==> src/order_book_price_level_table_unit_macros.svh <==
// assertion macros for the order book price level table
`ifndef ORDER_BOOK_PRICE_LEVEL_TABLE_UNIT_MACROS_SVH
`define ORDER_BOOK_PRICE_LEVEL_TABLE_UNIT_MACROS_SVH

`ifndef NO_ASSERTIONS
`define OBPLT_ASSERT(lbl, prop) \
  lbl: assert property (@(posedge clk) disable iff (!rst_n) (prop)) \
    else $error("obplt check failed");
`define OBPLT_ASSERT_NEXT(lbl, pre, post) \
  lbl: assert property (@(posedge clk) disable iff (!rst_n) (pre) |=> (post)) \
    else $error("obplt sequence check failed");
`else
`define OBPLT_ASSERT(lbl, prop)
`define OBPLT_ASSERT_NEXT(lbl, pre, post)
`endif

`endif

==> src/obplt_pkg.sv <==
package obplt_pkg;

  localparam int LEVELS     = 32;
  localparam int PRICE_W    = 32;
  localparam int QTY_W      = 32;
  localparam int FILL_W     = 32;
  localparam int SLOT_W     = 5;
  localparam int ACTION_W   = 3;
  localparam int COUNT_W    = 32;
  localparam int CFG_IDX_W  = 2;
  localparam int CFG_DATA_W = 32;

  typedef enum logic [ACTION_W-1:0] {
    ACT_INSERT = 3'd0,
    ACT_DELETE = 3'd1,
    ACT_UPDATE = 3'd2,
    ACT_NONE   = 3'd3,
    ACT_BEYOND = 3'd4
  } action_t;

  typedef enum logic [CFG_IDX_W-1:0] {
    CFG_SIDE_IS_BID = 2'd0,
    CFG_EMPTY_MARK  = 2'd1
  } cfg_reg_t;

  typedef enum logic [2:0] {
    ST_IDLE,
    ST_CMP,
    ST_SEL,
    ST_APPLY,
    ST_EMIT
  } state_t;

  typedef enum logic [2:0] {
    PH_HOLD,
    PH_CMP,
    PH_SEL,
    PH_APPLY,
    PH_FILL
  } cell_phase_t;

  typedef struct packed {
    cell_phase_t         phase;
    logic                side_is_bid;
    action_t             op;
    logic [FILL_W-1:0]   fill;
    logic [PRICE_W-1:0]  req_price;
    logic [QTY_W-1:0]    req_qty;
  } cell_bus_t;

endpackage

==> src/obplt_cell.sv <==
module obplt_cell (
  input  logic                        clk,
  input  logic                        rst_n,
  input  obplt_pkg::cell_bus_t        bus,
  input  logic [obplt_pkg::PRICE_W-1:0] left_price,
  input  logic [obplt_pkg::QTY_W-1:0]   left_qty,
  input  logic [obplt_pkg::PRICE_W-1:0] right_price,
  input  logic [obplt_pkg::QTY_W-1:0]   right_qty,
  input  logic                        prior_in,
  output logic                        prior_out,
  output logic                        first_sel,
  output logic                        first_q,
  output logic                        same_q,
  output logic [obplt_pkg::PRICE_W-1:0] price_q,
  output logic [obplt_pkg::QTY_W-1:0]   qty_q
);
  import obplt_pkg::*;

  logic [PRICE_W-1:0] price_r, price_nxt;
  logic [QTY_W-1:0]   qty_r, qty_nxt;
  logic               ok_r, same_r, first_r, after_r;

  // a cell qualifies when it is not ahead of the request price
  assign prior_out = prior_in | ok_r;
  assign first_sel = ok_r & ~prior_in;

  always_comb begin
    price_nxt = price_r;
    qty_nxt   = qty_r;
    case (bus.phase)
      PH_FILL: begin
        price_nxt = PRICE_W'(bus.fill);
        qty_nxt   = QTY_W'(bus.fill);
      end
      PH_APPLY: begin
        if (first_r) begin
          case (bus.op)
            ACT_INSERT: begin
              price_nxt = bus.req_price;
              qty_nxt   = bus.req_qty;
            end
            ACT_DELETE: begin
              price_nxt = right_price;
              qty_nxt   = right_qty;
            end
            ACT_UPDATE: qty_nxt = bus.req_qty;
            default: ;
          endcase
        end else if (after_r) begin
          case (bus.op)
            ACT_INSERT: begin
              price_nxt = left_price;
              qty_nxt   = left_qty;
            end
            ACT_DELETE: begin
              price_nxt = right_price;
              qty_nxt   = right_qty;
            end
            default: ;
          endcase
        end
      end
      default: ;
    endcase
  end

  always_ff @(posedge clk) begin
    if (!rst_n) begin
      price_r <= '0;
      qty_r   <= '0;
      ok_r    <= 1'b0;
      same_r  <= 1'b0;
      first_r <= 1'b0;
      after_r <= 1'b0;
    end else begin
      price_r <= price_nxt;
      qty_r   <= qty_nxt;
      if (bus.phase == PH_CMP) begin
        ok_r   <= bus.side_is_bid ? (price_r <= bus.req_price)
                                  : (price_r >= bus.req_price);
        same_r <= (price_r == bus.req_price);
      end
      if (bus.phase == PH_SEL) begin
        first_r <= first_sel;
        after_r <= prior_in;
      end
    end
  end

  assign first_q = first_r;
  assign same_q  = same_r;
  assign price_q = price_r;
  assign qty_q   = qty_r;

endmodule

==> config.mk <==
export PLATFORM = sky130hd
export DESIGN_NAME = obplt_cell
export DESIGN_NICKNAME = d
export VERILOG_FILES = /design/src/order_book_price_level_table_unit_macros.svh /design/src/obplt_pkg.sv /design/src/obplt_cell.sv
export SDC_FILE = /design/constraint.sdc
export NUM_CORES = 1
export LEC_CHECK = 0
export ABC_AREA = 1
export BUFFER_PORTS_ARGS = -buffer_cell sky130_fd_sc_hd__buf_2
export CORE_MARGIN = 4
export CORE_UTILIZATION = 40
export CTS_BUF_LIST = sky130_fd_sc_hd__clkbuf_4
export CTS_CLUSTER_SIZE = 20
export DETAILED_ROUTE_END_ITERATION = 6
export GPL_TIMING_DRIVEN = 0
export PLACE_DENSITY = 0.73
export SYNTH_ARGS = -nofsm -noshare
export SYNTH_HDL_FRONTEND = slang
export SYNTH_SLANG_ARGS = --single-unit
==> constraint.sdc <==
create_clock -name clk -period 1.8 [get_ports clk]
set_clock_uncertainty 0.2 [all_clocks]
set_input_delay 0.18 -clock clk [delete_from_list [all_inputs] [get_ports clk]]
set_output_delay 0.18 -clock clk [all_outputs]
set_load 0.01 [all_outputs]
**Word-level counts from Yosys, hierarchy flattened**

Index checks and enable logic that the tools add are counted.

- Input bits: 234
- Word-level logic and storage cells: 38
- Flip-flop bits (word level): 68
- Output and inout bits: 68

- Magnitude comparators: 2
- Mux-type cells: 11
- Reductions and logical operators: 5
- Eq/ne operators: 11
- Bitwise operators: 3

Operator list:

| operator | count |
|---|---|
| 32-bit one-hot mux with 2 select lines | 6 |
| 32-bit 2-to-1 mux | 4 |
| 32-bit equality test | 1 |
| 32-bit greater-or-equal comparator | 1 |
| 32-bit <= comparator | 1 |
| 3-bit by 2-bit equality test with 1-bit output (second input constant) | 3 |
| 4-bit inequality test (second input constant) | 2 |
| 3-bit by 1-bit equality test with 1-bit output (second input constant) | 2 |
| 3-bit inequality test (second input constant) | 2 |
| 4-bit AND reduction | 1 |
| 3-bit equality test (second input constant) | 1 |
| 3-bit logical NOT | 1 |
| 3-bit AND reduction | 1 |
| 2-bit nonzero test | 1 |
| 2-bit OR reduction | 1 |
| 1-bit bitwise AND | 1 |
| 1-bit 2-to-1 mux | 1 |
| 1-bit inverter | 1 |
| 1-bit bitwise OR | 1 |

**Longest topological paths before layout**

- Word-level depth: 5
- Depth in mapped cells: 16
- Gate-level depth less buffers: 16

**Worst setup path after synthesis**

OpenSTA, ideal clock, no wires.

- Path type: flip-flop to flip-flop
- From: register first_r (netlist: first_q)
- To: register qty_r[27] (netlist: qty_q[27])
- Setup slack: 126 ps
- Setup time: 74 ps
- Period minus slack after synthesis: 1674 ps
- Data arrival time: 1400 ps
- Path buffers: 2
- Stages on the path, launching flop included: 9
- Data required time: 1526 ps
- Cells stage by stage: dfxtp_1 > buf_2 > clkinv_1 > a21oi_1 > o31ai_2 > inv_2 > buf_2 > o21ai_1 > a31oi_1

- Word-level cells in the longest chain between the ends: 2
- Elaborated cells on any way between the ends: 6
- Classes of those cells: eq/ne: 3; mux: 2; reduce/logical: 1

Ends and longest elaborated chain:

| what | line | source |
|---|---|---|
| start, declared | obplt_cell.sv:21 | `logic ok_r, same_r, first_r, after_r;` |
| start signal, assigned | obplt_cell.sv:84 | `first_r <= first_sel;` |
| 4-bit inequality test (no source line) (tied with other cells) | - |  |
| 4-bit AND reduction (no source line) / 32-bit one-hot mux with 2 select lines (equally long branches) | - |  |
| end signal, assigned | obplt_cell.sv:77 | `qty_r <= qty_nxt;` |
| end, declared | obplt_cell.sv:20 | `logic [QTY_W-1:0] qty_r, qty_nxt;` |

Several ways; a longest one is shown, not always the timed one.
A chain may end at the register's enable or synchronous reset.

**Final worst setup path**

- From: register first_r (netlist: first_q)
- To: register price_r[2] (netlist: price_q[2])

- Word-level cells in the longest chain between the ends: 2
- Elaborated cells on any way between the ends: 4
- Classes of those cells: eq/ne: 1; mux: 2; reduce/logical: 1

Ends and longest elaborated chain:

| what | line | source |
|---|---|---|
| 3-bit inequality test (no source line) / 32-bit 2-to-1 mux (equally long branches) | - |  |
| 3-bit AND reduction (no source line) / 32-bit one-hot mux with 2 select lines (equally long branches) | - |  |
| end signal, assigned | obplt_cell.sv:76 | `price_r <= price_nxt;` |
| end, declared | obplt_cell.sv:19 | `logic [PRICE_W-1:0] price_r, price_nxt;` |

Several ways; a longest one is shown, not always the timed one.

==> run_summary.xml <==
<?xml version="1.0" encoding="UTF-8"?>
<metrics>
  <group name="outcome">
    <metric name="run_status" unit="">finished, violations left</metric>
    <metric name="violations" unit="">negative setup slack</metric>
  </group>
  <group name="die">
    <metric name="chipWidth" unit="um">120.6</metric>
    <metric name="initial_cell_density_of_the_core" unit="">0.4156</metric>
    <metric name="core_area" unit="um^2">12210</metric>
    <metric name="core.rowCount" unit="">40</metric>
    <metric name="pin_count" unit="">302</metric>
    <metric name="die_h" unit="um">120.6</metric>
    <metric name="design.die.area" unit="um^2">14550</metric>
  </group>
  <group name="drt">
    <metric name="route.detailed.drc" unit="">0</metric>
    <metric name="routed_wirelength" unit="um">29020</metric>
    <metric name="detailroute.via_count" unit="">8333</metric>
    <metric name="ant_nets" unit="">0</metric>
    <metric name="post_drt_wl_per_cell" unit="um">20.10</metric>
    <metric name="initial_drc_count" unit="">1117</metric>
    <metric name="via_per_inst" unit="">5.771</metric>
    <metric name="drt-pass1-iter-count" unit="">5</metric>
  </group>
  <group name="cells_and_area">
    <metric name="fin_area" unit="um^2">9173</metric>
    <metric name="most-common-layout-cells" unit="">buf_2 (292), dlygate4sd3_1 (150), nand2_1 (133)</metric>
    <metric name="area_growth" unit="%">80.74</metric>
    <metric name="multiInputGateArea" unit="um^2">3660</metric>
    <metric name="nFillCells" unit="">972</metric>
    <metric name="final_common_cell" unit="">buf_2</metric>
    <metric name="layout.area.seq" unit="um^2">1399</metric>
    <metric name="finish.net_count" unit="">1536</metric>
    <metric name="drive_gt1_frac" unit="">0.3482</metric>
  </group>
  <group name="timing">
    <metric name="timing.slew.headroom" unit="">0.5696</metric>
    <metric name="rsz0062_at_grt" unit="">yes</metric>
    <metric name="final_critical_path_required_period" unit="ns">1.837</metric>
    <metric name="endpoints_failing_hold" unit="">0</metric>
    <metric name="timing_worst_slew_pin_value" unit="ns">0.6455</metric>
    <metric name="postLayoutSetupSlackWorst" unit="ns">-0.03690</metric>
    <metric name="setup-violations-final" unit="">4</metric>
    <metric name="final_max_slew_viol_count" unit="">0</metric>
    <metric name="min_period_over_period" unit="">1.020</metric>
    <metric name="clock.fmax" unit="MHz">544.4</metric>
  </group>
  <group name="global_route">
    <metric name="grt.overflow.total" unit="">0</metric>
    <metric name="groute.usage.overall" unit="">0.3693</metric>
    <metric name="grt_max_degree" unit="">13</metric>
    <metric name="grt_pass1_vias" unit="">8207</metric>
    <metric name="grt_antenna_before_repair" unit="">0</metric>
    <metric name="grt_pass1_wl" unit="um">42230</metric>
  </group>
  <group name="logic_synthesis">
    <metric name="synth.top_cell.area_share" unit="">0.2682</metric>
    <metric name="synth_top_cells_by_area" unit="">dfxtp_1 (27%), o21ai_0 (10%), nand2_1 (10%), a21oi_1 (9.8%), ha_1 (7.9%)</metric>
    <metric name="synthCells" unit="">805</metric>
    <metric name="synth_simple_gate_area_share" unit="">0.1827</metric>
    <metric name="synthesis.area_per_instance" unit="um^2">6.304</metric>
    <metric name="synth.mux.area_fraction" unit="">0</metric>
    <metric name="synth_largest_area_cell" unit="">dfxtp_1</metric>
    <metric name="yosysSeqAreaShare" unit="">0.2682</metric>
    <metric name="yosys.area_share.adder" unit="">0.07890</metric>
    <metric name="synth-compound-area-share" unit="">0.3772</metric>
    <metric name="yosys_warnings" unit="">0</metric>
    <metric name="yosys_register_bits" unit="">68</metric>
    <metric name="synthesized_nets" unit="">1071</metric>
    <metric name="synth-xor-area-share" unit="">0</metric>
    <metric name="synth_top_family_by_area" unit="">compound AO/OA/AOI/OAI gates</metric>
    <metric name="synth.lib_cells_used.distinct" unit="">27</metric>
    <metric name="syn-cell-area" unit="um^2">5075</metric>
  </group>
  <group name="placement">
    <metric name="input_output_buffers" unit="">300</metric>
    <metric name="pre_cts_slack" unit="ns">-0.5051</metric>
    <metric name="gp_routability_congestion" unit="">0.9171</metric>
    <metric name="postPlaceCellArea" unit="um^2">6787</metric>
    <metric name="post_dp_hpwl" unit="um">19750</metric>
  </group>
  <group name="critical_path">
    <metric name="crit_required" unit="ns">1.96</metric>
    <metric name="worst_path_max_delay_cell" unit="">clkbuf_1</metric>
    <metric name="cp_cell_sequence" unit="">buf_12 -&gt; clkbuf_1 -&gt; nand2_1 -&gt; a31oi_1 -&gt; a21oi_1 -&gt; a21oi_1</metric>
    <metric name="reg2reg_start" unit="">first_q</metric>
    <metric name="crit_path_max_incr_delay" unit="ns">0.43</metric>
    <metric name="cp-startpoint" unit="">first_q</metric>
    <metric name="setup.worst_path.class" unit="">reg2reg</metric>
    <metric name="ff2ff_setup_slack" unit="ns">-0.04</metric>
    <metric name="critical_path.most_common_cell" unit="">a21oi_1</metric>
    <metric name="setup.worst_path.start_class" unit="">flip-flop</metric>
    <metric name="ff2ff_path_depth" unit="">6</metric>
    <metric name="worst_path_dominant_cell_family" unit="">buffers and inverters</metric>
    <metric name="crit_path_max_fanout" unit="">10</metric>
    <metric name="cp_num_buf_inv" unit="">2</metric>
    <metric name="r2r_end" unit="">price_q[2]</metric>
    <metric name="end_kind" unit="">flip-flop</metric>
    <metric name="timing.critical_path.arrival" unit="ns">2.00</metric>
  </group>
  <group name="clock_network">
    <metric name="tritoncts" unit="">built</metric>
    <metric name="clock-sinks" unit="">68</metric>
    <metric name="clockRootBuffer" unit="">clkbuf_4</metric>
    <metric name="max-clock-path-buffers" unit="">2</metric>
    <metric name="clkSlewWorstSetupHoldPaths" unit="ns">0.13</metric>
    <metric name="cts_made_buffers" unit="">9</metric>
    <metric name="ctsHtreeMaxLevel" unit="">3</metric>
    <metric name="clk_latency" unit="ns">0.44</metric>
  </group>
  <group name="power_and_ir_drop">
    <metric name="power_report.internal_total" unit="mW">3.304</metric>
    <metric name="pwr-share-comb" unit="">0.359</metric>
    <metric name="total_switching_power" unit="mW">1.657</metric>
    <metric name="pwr_density_cell" unit="nW/um^2">540.9</metric>
    <metric name="switching_share" unit="">0.3341</metric>
    <metric name="leakage" unit="nW">4.333</metric>
    <metric name="sequentialPowerShare" unit="">0.344</metric>
    <metric name="irDropWorstVdd" unit="uV">387.9</metric>
    <metric name="power.share.clock" unit="">0.298</metric>
  </group>
  <group name="hold_path">
    <metric name="hold_depth" unit="">5</metric>
    <metric name="timing.hold.worst_endpoint" unit="">price_q[30]</metric>
    <metric name="hold_path.class" unit="">in2reg</metric>
    <metric name="hold_path_startpoint" unit="">right_price[30]</metric>
  </group>
  <group name="run">
    <metric name="maxCapViolCount" unit="">0</metric>
  </group>
</metrics>
==> worst max-delay path by stage <==
stage                 end  cells after the start
2_1_floorplan   qty_q[27]                      8
5_1_grt          qty_q[4]                      7
6_report       price_q[2]                      6
3_5_place_dp   price_q[2]                      8
4_1_cts              ok_r                     11
3_3_place_gp    qty_q[14]                      9
==> state kept, by name, summed over array words and instances (netlist names) <==
| register | count |
|---|---|
| price_q | 32 |
| qty_q | 32 |
| after_r | 1 |
| first_q | 1 |
| ok_r | 1 |
| same_q | 1 |
==> stage by stage <==
step             util  power (mW)  setup TNS, ns  cells  hold slack (ns)
4_1_cts        0.7083       4.714              0   1445        0.0009933
5_1_grt        0.7509       5.158        -0.7374   1443          0.01203
6_report       0.7511       4.961        -0.1012   1444          0.02249
2_1_floorplan       -       2.350              0    805           0.1553
3_5_place_dp   0.5557       2.980         -26.15   1273           0.2386
3_3_place_gp   0.5557       2.969         -26.75   1273           0.2374
==> worst min-delay path, cell delays in order <==
cell	delay [ns]
buf_2	0.07
o21ai_0	0.07
a31oi_1	0.14
a21oi_1	0.05
a21oi_1	0.11
==> routing by layer <==
| metal | up-vias | share of wire | track usage |
|---|---|---|---|
| met3 | 150 | 0.11 | 0.09588 |
| met4 | 0 | 0.059 | 0.1912 |
| li1 | 3758 | - | - |
| met2 | 666 | 0.47 | 0.6203 |
| met5 | - | 0 | 0 |
| met1 | 3759 | 0.36 | 0.4320 |
==> cell families (layout without fill, tap and decap cells) <==
group | Yosys count | after routing
AO/OA/AOI/OAI | 351 | 351
adder cells (fa/ha/maj) | 32 | 32
buffers and inverters | 117 | 587
flip-flops | 68 | 68
other | 0 | 1
AND/OR/NAND/NOR | 237 | 237
==> cell usage after synthesis <==
cell	number
nand2_1	140
o21ai_0	106
a21oi_1	99
nor2_1	76
dfxtp_1	68
clkbuf_1	47
inv_1	47
o21ai_1	47
a31oi_1	44
ha_1	32
o22ai_1	32
o211ai_1	16
nand3_1	15
buf_2	11
buf_4	5
inv_2	4
o21a_1	4
buf_1	2
nand4_1	2
a21o_1	1
clkinv_1	1
nand3_2	1
nand3b_1	1
nor3_1	1
o31ai_1	1
o31ai_2	1
or2_2	1
==> what timing repair did <==
action | 4_1_cts | 5_1_grt
hold buffers | 153 | 0
buffers inserted | 3 | 7
pin swaps | 1 | 25
gates resized for setup | 41 | 137
gates cloned | 0 | 1
setup endpoints to repair | 66 | 66
endpoints found under the hold margin | 68 | 0
==> layout make-up <==
| cell class | instances | share of cell area |
|---|---|---|
| timing repair buffer | 454 | 0.3373 |
| sequential | 68 | 0.1525 |
| inverter | 52 | 0.02264 |
| antenna | 1 | 0.0002728 |
| tap | 168 | 0.02292 |
| multi-input combinational | 620 | 0.3990 |
| buffer | 65 | 0.04283 |
| clock buffer | 9 | 0.007366 |
| clock inverter | 7 | 0.01514 |
==> power groups by stage <==
stage	registers, mW	clock network, mW	logic (mW)
after floorplan	1.74	0	0.605
after global placement	1.71	0	1.26
after detailed placement	1.71	0	1.27
after CTS	1.68	1.47	1.56
after global routing	1.71	1.53	1.92
final	1.71	1.48	1.78
Note: power is estimated with default switching activity, not from simulation.
